==> config.mk <==
export PLATFORM = sky130hd
export DESIGN_NAME = multi_track_step_sequencer_unit
export DESIGN_NICKNAME = d
export VERILOG_FILES = /design/src/mtss_pkg.sv /design/src/mtss_ram.sv /design/src/multi_track_step_sequencer_unit.sv
export VERILOG_INCLUDE_DIRS = /design/src /design/src/src
export SDC_FILE = /design/constraint.sdc
export NUM_CORES = 2
export LEC_CHECK = 0
export BUFFER_PORTS_ARGS = -buffer_cell sky130_fd_sc_hd__clkbuf_2
export CAP_MARGIN = 20
export CORE_MARGIN = 2
export CORE_UTILIZATION = 63
export DETAILED_ROUTE_END_ITERATION = 7
export PLACE_DENSITY_LB_ADDON = 0.15
export SYNTH_ARGS = -nofsm -noshare
export SYNTH_HDL_FRONTEND = slang
export SYNTH_HIERARCHICAL = 1
export SYNTH_SLANG_ARGS = --single-unit
export TNS_END_PERCENT = 50
==> constraint.sdc <==
create_clock -name clock -period 7.55 [get_ports clock]
set_clock_uncertainty 0.1 [all_clocks]
set_input_delay 0.3775 -clock clock [delete_from_list [all_inputs] [get_ports clock]]
set_output_delay 0.3775 -clock clock [all_outputs]
set_load 0.1 [all_outputs]
==> src/assert_macros.svh <==
// Assertion macros shared by the step sequencer RTL.
// Each macro expands to one labeled concurrent assertion that reports by $error.
`ifndef ASSERT_MACROS_SVH
`define ASSERT_MACROS_SVH

// Same-cycle implication, disabled while reset is high.
`define ASSERT_IMPLIES(label, clk, rst, ante, cons, msg) \
   label: assert property (@(posedge clk) disable iff (rst) (ante) |-> (cons)) \
      else $error(msg);

// Next-cycle implication, disabled while reset is high.
`define ASSERT_NEXT(label, clk, rst, ante, cons, msg) \
   label: assert property (@(posedge clk) disable iff (rst) (ante) |=> (cons)) \
      else $error(msg);

`endif

==> src/mtss_pkg.sv <==
// Package for the multi-track step sequencer: item types, command codes,
// state encoding and reset defaults. No dependencies.
`timescale 1ns / 1ps
`default_nettype none

package mtss_pkg;

   localparam int TRACKS_DEF = 4;
   localparam int STEPS_DEF  = 8;
   localparam int NUM_CFG    = 4;

   localparam logic [13:0] DEF_VALUE  = 14'd0;
   localparam logic [7:0]  DEF_TICKS  = 8'd24;
   localparam logic [7:0]  DEF_GATE   = 8'd18;
   localparam logic [3:0]  DEF_LENGTH = 4'd8;

   localparam logic [2:0] OP_START = 3'd0;
   localparam logic [2:0] OP_STOP  = 3'd1;
   localparam logic [2:0] OP_CONT  = 3'd2;
   localparam logic [2:0] OP_GET   = 3'd3;
   localparam logic [2:0] OP_SET   = 3'd4;
   localparam logic [2:0] OP_TICK  = 3'd5;

   localparam logic KIND_STARTED  = 1'b0;
   localparam logic KIND_CONTENTS = 1'b1;

   typedef struct packed {
      logic [2:0]  op;
      logic [1:0]  track_id;
      logic [2:0]  step_id;
      logic [13:0] step_value;
      logic [7:0]  step_ticks;
      logic [7:0]  step_gate;
   } req_type;

   typedef struct packed {
      logic        kind;
      logic [1:0]  out_track;
      logic [2:0]  out_step;
      logic [13:0] out_value;
      logic [7:0]  out_ticks;
      logic [7:0]  out_gate;
      logic        last;
   } rsp_type;

   typedef struct packed {
      logic [13:0] value;
      logic [7:0]  ticks;
      logic [7:0]  gate;
   } entry_type;

   typedef enum logic [2:0] {
      ST_IDLE,
      ST_TRD,
      ST_TEV,
      ST_TFL,
      ST_GRD
   } state_type;

endpackage

`default_nettype wire

==> src/mtss_ram.sv <==
// Generic single-write, single-read RAM with a registered read port.
// Standalone; used for the step entry and step counter stores.
`timescale 1ns / 1ps
`default_nettype none

module mtss_ram #(
   parameter int WIDTH = 8,
   parameter int DEPTH = 32
) (
   input  wire logic                     clock,
   input  wire logic                     wr_en,
   input  wire logic [$clog2(DEPTH)-1:0] wr_addr,
   input  wire logic [WIDTH-1:0]         wr_data,
   input  wire logic [$clog2(DEPTH)-1:0] rd_addr,
   output logic      [WIDTH-1:0]         rd_data
);

   logic [WIDTH-1:0] mem_ff [DEPTH];

   always_ff @(posedge clock) begin
      if (wr_en) begin
         mem_ff[wr_addr] <= wr_data;
      end
      rd_data <= mem_ff[rd_addr];
   end

endmodule

`default_nettype wire

==> src/multi_track_step_sequencer_unit.sv <==
// Top level of the multi-track step sequencer: command decode, tick walk
// over the tracks and report output. Depends on mtss_pkg, mtss_ram and
// assert_macros.svh.
//
//   Port group   Direction   Handshake          Item
//   req_*        in          valid / stall      one command (req_type)
//   rsp_*        out         valid / stall      one report (rsp_type)
//   csr_*        in          valid / ready      track length write
//
// Start, stop, continue and set step are done when accepted; get step
// reports from ST_GRD. A tick while running walks the tracks: ST_TRD
// addresses each track's step memories; ST_TEV evaluates, writes back.
// Reset is synchronous; no clearing pass is needed, since per-entry valid
// bits make unwritten entries read as their defaults.
// A stalled report output holds the tick walk only when a further report
// is ready to leave; one report waits in a holding register so that the
// final one of a tick can be marked.
`timescale 1ns / 1ps
`default_nettype none
`include "assert_macros.svh"

module multi_track_step_sequencer_unit #(
   parameter int TRACKS = mtss_pkg::TRACKS_DEF,
   parameter int STEPS  = mtss_pkg::STEPS_DEF
) (
   input  wire logic             clock,
   input  wire logic             reset,
   input  wire logic             req_valid,
   output logic                  req_stall,
   input  wire mtss_pkg::req_type req_data,
   output logic                  rsp_valid,
   input  wire logic             rsp_stall,
   output mtss_pkg::rsp_type     rsp_data,
   input  wire logic             csr_valid,
   output logic                  csr_ready,
   input  wire logic [1:0]       csr_index,
   input  wire logic [3:0]       csr_wdata
);

   localparam int DEPTH = TRACKS * STEPS;
   localparam int AW    = (DEPTH > 1) ? $clog2(DEPTH) : 1;
   localparam int PW    = $clog2(STEPS);
   localparam int TKW   = (TRACKS > 1) ? $clog2(TRACKS) : 1;

   mtss_pkg::state_type state_ff, state_in;
   logic                running_ff, running_in;
   logic [PW-1:0]       pos_ff [TRACKS];
   logic [PW-1:0]       pos_in [TRACKS];
   logic [3:0]          len_ff [TRACKS];
   logic [3:0]          len_in [TRACKS];
   logic [TKW-1:0]      trk_ff, trk_in;
   logic [2:0]          step_ff, step_in;
   logic [AW-1:0]       addr_ff, addr_in;
   logic [DEPTH-1:0]    ent_vld_ff, ent_vld_in;
   logic [DEPTH-1:0]    cnt_vld_ff, cnt_vld_in;
   logic                hold_vld_ff, hold_vld_in;
   mtss_pkg::rsp_type   hold_ff, hold_in;
   logic                rsp_valid_ff;
   mtss_pkg::rsp_type   rsp_data_ff;

   logic                out_load;
   mtss_pkg::rsp_type   out_data;
   logic                slot_free;

   logic                   ent_we;
   mtss_pkg::entry_type    ent_wdata;
   mtss_pkg::entry_type    ent_rdata;
   logic                   cnt_we;
   logic [7:0]             cnt_rdata;

   mtss_pkg::entry_type ent_cur;
   logic [7:0]          cnt_cur;
   logic [7:0]          cnt_dec;
   logic                emit;
   logic [PW-1:0]       pos_cur;
   logic [PW-1:0]       p_eff;
   logic [7:0]          p_inc;
   logic [7:0]          len_raw;
   logic [7:0]          len_eff;
   logic [PW-1:0]       pos_next;
   logic [AW-1:0]       tick_addr;
   logic [AW-1:0]       req_addr;
   logic                get_ok;
   logic                accept;
   mtss_pkg::rsp_type   tick_rep;
   mtss_pkg::rsp_type   get_rep;

   mtss_ram #(
      .WIDTH ($bits(mtss_pkg::entry_type)),
      .DEPTH (DEPTH)
   ) u_entry_ram (
      .clock   (clock),
      .wr_en   (ent_we),
      .wr_addr (req_addr),
      .wr_data (ent_wdata),
      .rd_addr (addr_in),
      .rd_data (ent_rdata)
   );

   mtss_ram #(
      .WIDTH (8),
      .DEPTH (DEPTH)
   ) u_count_ram (
      .clock   (clock),
      .wr_en   (cnt_we),
      .wr_addr (addr_ff),
      .wr_data (cnt_dec),
      .rd_addr (addr_in),
      .rd_data (cnt_rdata)
   );

   assign req_stall = (state_ff != mtss_pkg::ST_IDLE);
   assign accept    = req_valid && !req_stall;
   assign csr_ready = 1'b1;
   assign rsp_valid = rsp_valid_ff;
   assign rsp_data  = rsp_data_ff;
   assign slot_free = !rsp_valid_ff || !rsp_stall;

   assign get_ok   = (int'(req_data.track_id) < TRACKS) && (int'(req_data.step_id) < STEPS);
   assign req_addr = AW'(int'(req_data.track_id) * STEPS + int'(req_data.step_id));

   // Entries never written read as their reset values; a counter without
   // its valid bit equals the step's duration (after reset, start, set step or reload).
   always_comb begin
      if (ent_vld_ff[addr_ff]) begin
         ent_cur = ent_rdata;
      end else begin
         ent_cur.value = mtss_pkg::DEF_VALUE;
         ent_cur.ticks = mtss_pkg::DEF_TICKS;
         ent_cur.gate  = mtss_pkg::DEF_GATE;
      end
      cnt_cur = cnt_vld_ff[addr_ff] ? cnt_rdata : ent_cur.ticks;
   end

   assign cnt_dec = cnt_cur - 8'd1;
   assign emit    = (cnt_cur == ent_cur.ticks);

   assign pos_cur   = pos_ff[trk_ff];
   assign p_eff     = (8'(pos_cur) >= 8'(STEPS)) ? '0 : pos_cur;
   assign p_inc     = 8'(p_eff) + 8'd1;
   assign len_raw   = 8'(len_ff[trk_ff]);
   assign len_eff   = (len_raw > 8'(STEPS)) ? 8'(STEPS) : len_raw;
   assign pos_next  = (p_inc >= len_eff) ? '0 : PW'(p_inc);
   assign tick_addr = AW'(int'(trk_ff) * STEPS + int'(p_eff));

   always_comb begin
      tick_rep.kind      = mtss_pkg::KIND_STARTED;
      tick_rep.out_track = 2'(trk_ff);
      tick_rep.out_step  = 3'(p_eff);
      tick_rep.out_value = ent_cur.value;
      tick_rep.out_ticks = ent_cur.ticks;
      tick_rep.out_gate  = ent_cur.gate;
      tick_rep.last      = 1'b0;

      get_rep.kind      = mtss_pkg::KIND_CONTENTS;
      get_rep.out_track = 2'(trk_ff);
      get_rep.out_step  = step_ff;
      get_rep.out_value = ent_cur.value;
      get_rep.out_ticks = ent_cur.ticks;
      get_rep.out_gate  = ent_cur.gate;
      get_rep.last      = 1'b1;
   end

   always_comb begin
      state_in    = state_ff;
      running_in  = running_ff;
      pos_in      = pos_ff;
      len_in      = len_ff;
      trk_in      = trk_ff;
      step_in     = step_ff;
      addr_in     = addr_ff;
      ent_vld_in  = ent_vld_ff;
      cnt_vld_in  = cnt_vld_ff;
      hold_vld_in = hold_vld_ff;
      hold_in     = hold_ff;
      out_load    = 1'b0;
      out_data    = hold_ff;
      ent_we      = 1'b0;
      cnt_we      = 1'b0;

      ent_wdata.value = req_data.step_value;
      ent_wdata.ticks = req_data.step_ticks;
      ent_wdata.gate  = req_data.step_gate;

      for (int t = 0; t < TRACKS; t++) begin
         if (csr_valid && t < mtss_pkg::NUM_CFG && int'(csr_index) == t) begin
            len_in[t] = csr_wdata;
         end
      end

      unique case (state_ff)
         mtss_pkg::ST_IDLE: begin
            if (accept) begin
               unique case (req_data.op)
                  mtss_pkg::OP_START: begin
                     running_in = 1'b1;
                     cnt_vld_in = '0;
                     for (int t = 0; t < TRACKS; t++) begin
                        pos_in[t] = '0;
                     end
                  end
                  mtss_pkg::OP_STOP: begin
                     running_in = 1'b0;
                  end
                  mtss_pkg::OP_CONT: begin
                     running_in = 1'b1;
                  end
                  mtss_pkg::OP_GET: begin
                     if (get_ok) begin
                        addr_in  = req_addr;
                        trk_in   = TKW'(req_data.track_id);
                        step_in  = req_data.step_id;
                        state_in = mtss_pkg::ST_GRD;
                     end
                  end
                  mtss_pkg::OP_SET: begin
                     if (get_ok) begin
                        ent_we               = 1'b1;
                        ent_vld_in[req_addr] = 1'b1;
                        cnt_vld_in[req_addr] = 1'b0;
                     end
                  end
                  mtss_pkg::OP_TICK: begin
                     if (running_ff) begin
                        trk_in   = '0;
                        state_in = mtss_pkg::ST_TRD;
                     end
                  end
                  default: begin
                  end
               endcase
            end
         end
         mtss_pkg::ST_TRD: begin
            addr_in  = tick_addr;
            state_in = mtss_pkg::ST_TEV;
         end
         mtss_pkg::ST_TEV: begin
            // A new report pushes the held one out, so it needs a free slot.
            if (!emit || !hold_vld_ff || slot_free) begin
               if (emit) begin
                  if (hold_vld_ff) begin
                     out_load = 1'b1;
                     out_data = hold_ff;
                  end
                  hold_vld_in = 1'b1;
                  hold_in     = tick_rep;
               end
               if (cnt_dec == 8'd0) begin
                  cnt_vld_in[addr_ff] = 1'b0;
                  pos_in[trk_ff]      = pos_next;
               end else begin
                  cnt_we              = 1'b1;
                  cnt_vld_in[addr_ff] = 1'b1;
                  pos_in[trk_ff]      = p_eff;
               end
               if (trk_ff == TKW'(TRACKS - 1)) begin
                  state_in = mtss_pkg::ST_TFL;
               end else begin
                  trk_in   = trk_ff + 1'b1;
                  state_in = mtss_pkg::ST_TRD;
               end
            end
         end
         mtss_pkg::ST_TFL: begin
            if (!hold_vld_ff) begin
               state_in = mtss_pkg::ST_IDLE;
            end else if (slot_free) begin
               out_load      = 1'b1;
               out_data      = hold_ff;
               out_data.last = 1'b1;
               hold_vld_in   = 1'b0;
               state_in      = mtss_pkg::ST_IDLE;
            end
         end
         mtss_pkg::ST_GRD: begin
            if (slot_free) begin
               out_load = 1'b1;
               out_data = get_rep;
               state_in = mtss_pkg::ST_IDLE;
            end
         end
         default: begin
            state_in = mtss_pkg::ST_IDLE;
         end
      endcase
   end

   always_ff @(posedge clock) begin
      if (reset) begin
         state_ff     <= mtss_pkg::ST_IDLE;
         running_ff   <= 1'b0;
         ent_vld_ff   <= '0;
         cnt_vld_ff   <= '0;
         hold_vld_ff  <= 1'b0;
         rsp_valid_ff <= 1'b0;
         for (int t = 0; t < TRACKS; t++) begin
            pos_ff[t] <= '0;
            len_ff[t] <= mtss_pkg::DEF_LENGTH;
         end
      end else begin
         state_ff    <= state_in;
         running_ff  <= running_in;
         ent_vld_ff  <= ent_vld_in;
         cnt_vld_ff  <= cnt_vld_in;
         hold_vld_ff <= hold_vld_in;
         pos_ff      <= pos_in;
         len_ff      <= len_in;
         if (out_load) begin
            rsp_valid_ff <= 1'b1;
         end else if (!rsp_stall) begin
            rsp_valid_ff <= 1'b0;
         end
      end
   end

   always_ff @(posedge clock) begin
      trk_ff  <= trk_in;
      step_ff <= step_in;
      addr_ff <= addr_in;
      hold_ff <= hold_in;
      if (out_load) begin
         rsp_data_ff <= out_data;
      end
   end

   `ASSERT_IMPLIES(a_hold_in_tick, clock, reset, hold_vld_ff, state_ff == mtss_pkg::ST_TEV || state_ff == mtss_pkg::ST_TRD || state_ff == mtss_pkg::ST_TFL, "held report outside a tick walk")
   `ASSERT_NEXT(a_get_reads, clock, reset, accept && req_data.op == mtss_pkg::OP_GET && get_ok, state_ff == mtss_pkg::ST_GRD, "get step did not start a read")
   `ASSERT_IMPLIES(a_contents_last, clock, reset, rsp_valid_ff && rsp_data_ff.kind == mtss_pkg::KIND_CONTENTS, rsp_data_ff.last, "contents report not marked final")

endmodule

`default_nettype wire
* After elaboration in Yosys (flattened, before gate mapping)
Memory sizes are Yosys's and may differ from the RTL's. A register that Yosys moved wholly into a read port is not among the register bits.
Cells that the tools add are included.
** Storage, ports and cells
- Output and inout port bits :: 40
- Word-level logic and storage cells :: 185
- Memories :: 2
- Bits in writable memories :: 1216
- Register bits after elaboration :: 180
- Input port bits :: 49
** Cells by class
- Equal/unequal tests :: 23
- Reduce and logical (&&, ||, !) cells :: 34
- $add $sub $neg :: 5
- Bitwise operators :: 7
- Order comparisons :: 8
- Mux-type cells :: 77
** Memory list
- u_entry_ram.mem_ff :: depth 32, width 30, read ports 1, clocked after memory_dff 1, write ports 1, line mtss_ram.sv:18 : logic [WIDTH-1:0] mem_ff [DEPTH];
- u_count_ram.mem_ff :: depth 32, width 8, read ports 1, clocked after memory_dff 1, write ports 1, line mtss_ram.sv:18
** Operators with widths (number)
- 32-bit one-hot mux with 2 select lines :: 2
- 32-bit two-way mux :: 3
- 37-bit one-hot mux with 2 select lines :: 1
- 32-bit bitwise AND :: 2
- 32-bit inverter :: 2
- 32-bit bitwise OR :: 2
- 12-bit two-way mux :: 4
- 37-bit two-way mux :: 1
- 30-bit two-way mux :: 1
- 1-bit two-way mux :: 27
- 3-bit two-way mux :: 9
- 12-bit bitwise mux :: 2
- 12-bit one-hot mux with 2 select lines :: 1
- 3-bit one-hot mux with 5 select lines :: 1
- 3-bit AND reduction :: 5
- 3-bit by 2-bit equality test with 1-bit output, second input constant :: 4
- 5-bit by 6-bit < comparator with 1-bit output, second input constant :: 2
- 4-bit two-way mux :: 3
- 4-bit AND reduction :: 3
- 5-bit by 3-bit adder with 5-bit output :: 2
- 1-bit binary-select mux with 5-bit select :: 2
- 1-bit demux with 5-bit select :: 2
- 5-bit by 1-bit >= comparator with 1-bit output, second input constant :: 2
- 2-bit two-way mux :: 5
- other kinds (37) :: 66

* Longest topological paths before layout
- Depth in word-level cells :: 12
- Mapped depth :: 16
- Depth with buffers taken out :: 12

* Hierarchy
Netlist, hierarchy kept.
** By module, submodules not included
- mtss_ram at u_entry_ram :: seq. area each 29428.2 um^2, instances 1, area each 38059.0 um^2, cells an instance 2122
- mtss_ram at u_count_ram :: seq. area each 7847.5 um^2, instances 1, area each 10053.4 um^2, cells an instance 417
- multi_track_step_sequencer_unit :: seq. area each 4374.2 um^2, instances 1, area each 9301.4 um^2, cells an instance 966

* Least setup slack after synthesis
Ideal clock, no wire load.
- Path type :: flip-flop to flip-flop
- From :: register addr_ff[1]
- To :: register rsp_data_ff, in the netlist rsp_data[0], enable pin
- Stages on the path, launching flop included :: 10
- Clock period less this slack :: 5308 ps
- Buffers on the path :: 3
- Path slack :: 2242 ps
- Arrival time :: 4725 ps
- Required time :: 6967 ps
- Library setup time :: 483 ps
- Path through :: dfxtp_1 -> buf_6 -> buf_8 -> buf_6 -> mux2i_1 -> o22ai_1 -> o41ai_4 -> o21bai_1 -> nand3_1 -> o21ai_0
** On the way
- Longest elaborated chain between the ends :: 10
- Elaborated cells on any way between the ends :: 13
- Classes of those cells :: 1 x eq/ne; 9 x mux; 3 x reduce/logical
** RTL lines
- from (decl) :: line multi_track_step_sequencer_unit.sv:53 : logic [AW-1:0] addr_ff, addr_in;
- from (signal assigned) :: line multi_track_step_sequencer_unit.sv:320 : addr_ff <= addr_in;
- 1-bit binary-select mux with 5-bit select :: line multi_track_step_sequencer_unit.sv:125 : if (ent_vld_ff[addr_ff]) begin
- 1-bit two-way mux (implied by the code) :: line multi_track_step_sequencer_unit.sv:125
- 30-bit two-way mux :: line multi_track_step_sequencer_unit.sv:125
- 8-bit two-way mux :: line multi_track_step_sequencer_unit.sv:132 : cnt_cur = cnt_vld_ff[addr_ff] ? cnt_rdata : ent_cur.ticks;
- 8-bit equality test * :: line multi_track_step_sequencer_unit.sv:136 : assign emit = (cnt_cur == ent_cur.ticks);
- 1-bit zero test :: line multi_track_step_sequencer_unit.sv:240 : if (!emit || !hold_vld_ff || slot_free) begin
- 1-bit logical OR (2 in a row) :: line multi_track_step_sequencer_unit.sv:240
- 1-bit two-way mux * :: line multi_track_step_sequencer_unit.sv:240
- 1-bit one-hot mux with 3 select lines * :: line multi_track_step_sequencer_unit.sv:191 : unique case (state_ff)
- via out_load :: line multi_track_step_sequencer_unit.sv:61 : logic out_load;
- to (signal assigned) :: line multi_track_step_sequencer_unit.sv:323 : rsp_data_ff <= out_data;
- to (decl) :: line multi_track_step_sequencer_unit.sv:59 : mtss_pkg::rsp_type rsp_data_ff;
Mark *: on every way through the listed nets, which the timed path passes. The rest lies on a longest branch. The select of a mux whose other input is x is not followed.
A chain may end at the register's enable or synchronous reset.

* Worst setup path in the final report
- From :: register addr_ff[2]
- To :: memory u_count_ram.mem_ff[120][2] (netlist: u_count_ram/mem_ff[30][2]), enable pin
** On the way
- Longest elaborated chain between the ends :: 12
- Elaborated cells on any way between the ends :: 17
- Classes of those cells :: 1 x add/sub; 1 x eq/ne; 11 x mux; 4 x reduce/logical
** RTL lines
- parallel branches: the longest is 8 deep, another holds 8-bit by 1-bit subtractor with 8-bit output
- 1-bit two-way mux * :: line multi_track_step_sequencer_unit.sv:240
- 1-bit two-way mux * :: line multi_track_step_sequencer_unit.sv:191
- via cnt_we :: line multi_track_step_sequencer_unit.sv:68 : logic cnt_we;
- 1-bit two-way mux * :: line mtss_ram.sv:21 : if (wr_en) begin
- 1-bit two-way mux (implied by the code) * :: line mtss_ram.sv:22 : mem_ff[wr_addr] <= wr_data;
- to (decl) :: line mtss_ram.sv:18
Mark *: on every way through the listed nets, which the timed path passes. The select of a mux whose other input is x is not followed.

==> summary.md <==
| Metric | Value |
|---|---|
| Synth Register Bits | `1,434` |
| Clk_lat worst skew | `0.75 ns` |
| Layout cells sized above 1 | `15.06%` |
| Drt wl/cell | `27.95 um` |
| Clock root cell | `clkbuf_16` |
| Largest net degree at the start of global routing | `137` |
| Global-route wire length before repair | `202,700 um` |
| CP max FO | `37` |
| CP cell instances | `or3b_2 -> o22ai_1 -> nor2_1 -> o2111ai_4 -> mux2i_1 -> o21bai_1 -> a21oi_1 -> inv_1 -> a21oi_1 -> nand3b_1 -> nor2_1` |
| Worst Hold Class | `in2reg` |
| Cell variety after synth | `68` |
| Status | `finished clean` |
| Critical path type | `reg2reg` |
| Max_cap viols | `0` |
| Power density over the cells | `297.7 nW/um2` |
| Critical hold path startpoint | `csr_index[0]` |
| Register area share after synthesis | `72.54%` |
| Detailed Routing Iterations Pass 1 | `7` |
| Largest cells by area after synthesis | `edfxtp_1, mux2i_1, dfxtp_1` |
| Number of global-route vias before repair | `31.59k` |
| Slew @ Worst Pin | `1.154 ns` |
| WHS Path Cells | `4` |
| Gpl congestion | `0.8987` |
| Final wirelength | `137,000 um` |
| Starting density of the core | `63.69%` |
| RSZ-0062 raised after global routing | `false` |
| Final setup vio count | `0` |
| I/O Pins | `89` |
| DR vias/cell | `6.570` |
| Placed cell area | `59,100 um2` |
| Dpl cells | `4,620` |
| Worst Path Required | `7.81 ns` |
| FMAX | `0.1634 GHz` |
| Mapped Area | `57,410 um2` |
| Worst R2R Setup Slack | `1.43 ns` |
| H-tree depth | `4` |
| Die area | `93,560 um2` |
| Worst Hold End | `len_ff[14]` |
| DIE HEIGHT | `305.9 um` |
| Final Hold Violating Endpoints | `0` |
| Crit path capture type | `flip-flop` |
| P_leak | `21.00 nW` |
| Final Instance Area | `63,930 um2` |
| Final period util | `81.06%` |
| Initial antenna violation count | `4` |
| Reg2Reg Launch Point | `addr_ff[2]` |
| CTS tree | `built` |
| Crit path time final | `6.120 ns` |
| Count of port buffers added during placement | `87` |
| Maximum root-to-sink buffer count | `3` |
| GRT Total Usage | `29.52%` |
| Initial drt markers | `4,096` |
| Crit path DAT | `6.38 ns` |
| R2r endpoint | `u_count_ram/mem_ff[30][2]` |
| Clock sink total | `1,434` |
| Startpoint type of the worst setup path | `flip-flop` |
| Asr flop ratio synth | `0%` |
| Fin nets | `3,664` |
| Post-synth EDFFs | `1,293` |
| Clock slew at reported path FFs | `0.06 ns` |
| Post-CTS Setup Repair Bufs | `0` |
| Floorplan core area | `90,150 um2` |
| Slew margin rel. | `22.75%` |
| Area grow syn2layout | `11.34%` |
| Antenna cells | `0` |
| Top FF cell, synth | `edfxtp_1` |
| Final slew viol count | `0` |
| Post-Syn Instances | `3,505` |
| R2r worst-path depth | `11` |
| Largest area contributor in the netlist | `edfxtp_1` |
| Row count | `110` |
| CTS Buf Count | `144` |
| Finished Layout Cells | `4,900` |
| ANT nets after route | `0` |
| Synth Net Count | `3,563` |
| Post-Syn Area per Cell | `16.38 um2` |
| Yosys top cell area share | `67.63%` |
| Vias | `32.19k` |
| DIE WIDTH | `305.9 um` |
| Drt drc | `0` |
| Crit-path slowest cell | `o2111ai_4` |
| VDD IR max | `0.0002569 V` |
| Setup TNS | `0 ns` |
| DP HPWL | `74,060 um` |
| Synthesis Warnings | `6` |
| Grt ovf | `0` |
| Crit-path max cell delay | `0.81 ns` |
==> layout by cell type (no fill, tap or decap), drive strengths merged, types with 34 or more instances in the layout <==
cell,n
a21oi,174
a22o,61
a22oi,96
a31oi,34
buf,77
clkbuf,298
dfxtp,141
edfxtp,1293
mux2,34
mux2i,534
mux4,88
nand2,186
nand3,140
nor2,136
nor3,38
o21ai,58
==> logic make-up (layout without fill, tap and decap cells) <==
logic type	after synthesis	in the layout	share of synthesized area, %
buffers and inverters	244	463	2.365
adders and majority gates	9	9	0.1961
and+or+nand+nor	610	610	4.982
xor gates and xnor gates	17	17	0.2724
other	1	1	0.006532
DFF	1434	1434	72.54
AOI/OAI and AO/OA	534	534	6.200
muxes	656	656	13.44
==> how the worst max path moves through the flow <==
stage                from  cells past startpoint                        end  slack, ns
2_1_floorplan  addr_ff[1]                      9                rsp_data[0]       2.24
3_3_place_gp   addr_ff[1]                     12  u_count_ram/mem_ff[26][2]       1.85
3_5_place_dp   addr_ff[2]                     11  u_count_ram/mem_ff[30][1]       1.58
4_1_cts        addr_ff[2]                     11  u_count_ram/mem_ff[30][2]       1.57
5_1_grt        addr_ff[1]                     12   u_count_ram/mem_ff[6][6]       1.04
6_report       addr_ff[2]                     11  u_count_ram/mem_ff[30][2]       1.43
==> report_power, final <==
part	internal [W]	switching (W)
Clock	0.00408	0.00289
Combinational	0.00103	0.00179
Sequential	0.00901	0.000236
Total	0.0141	0.00492
==> metal layers <==
layer | part of all wire (%) | global-route usage [%] | vias to the layer above
met3 | 8.8 | 5.184 | 274
met4 | 2.8 | 9.921 | 6
met1 | 39 | 40.58 | 16350
met2 | 49 | 48.44 | 1600
met5 | 0.026 | 0 | -
li1 | - | - | 13970
==> synthesized netlist by cell type (36+ instances only) <==
| master | count |
|---|---|
| edfxtp_1 | 1293 |
| mux2i_1 | 533 |
| nand2_1 | 185 |
| a21oi_1 | 174 |
| dfxtp_1 | 141 |
| nand3_1 | 140 |
| nor2_1 | 136 |
| clkbuf_1 | 105 |
| a22oi_1 | 96 |
| mux4_2 | 88 |
| a22o_1 | 61 |
| o21ai_0 | 57 |
| nor3_1 | 38 |
| buf_2 | 36 |
==> sequential cells by signal, indices dropped and copies added, names as in the netlist, 5 cells and up, named ones only <==
name / flops
u_entry_ram/rd_data: 30
u_count_ram/mem_ff: 256
rsp_data: 37
hold_ff: 35
len_ff: 16
u_count_ram/rd_data: 8
u_entry_ram/mem_ff: 960
pos_ff: 12
addr_ff: 5
ent_vld_ff: 32
==> final cells by class <==
class	instances	area [um2]
Sequential cell	1434	41650
Fill cell	5512	26220
Multi-Input combinational cell	1827	14810
Clock buffer	211	4041
Tap cell	1176	1471
Timing Repair Buffer	177	1256
Clock inverter	53	609.3
Inverter	22	82.58
==> through the flow <==
stage               utilization [%]  worst slack, ns  total power [W]  hold WS, ns
floorplan                         -            2.242          0.01121       0.3271
global placement              65.51            1.850          0.01208       0.3448
detailed placement            65.56            1.577          0.01216       0.3507
CTS                           70.86            1.571          0.01906      0.01336
global route                  70.91            1.041          0.01963      0.05745
finish                        70.91            1.430          0.01903      0.04706
==> worst max-delay path, delay by kind of cell, from the launching register on <==
kind	cells	cell delay (ns)
AOI/OAI and AO/OA	5	2.31
buffers and inverters	1	0.14
DFF	1	0.72
muxes	1	0.27
and+or+nand+nor	4	2.18
==> repair_timing <==
action | 4_1_cts | 5_1_grt
hold buffers | 13 | 0
gates resized for setup | 0 | 0
endpoints found under the setup margin | 0 | 0
hold endpoints to repair | 21 | 0
Power figures use the tool's default switching activity.
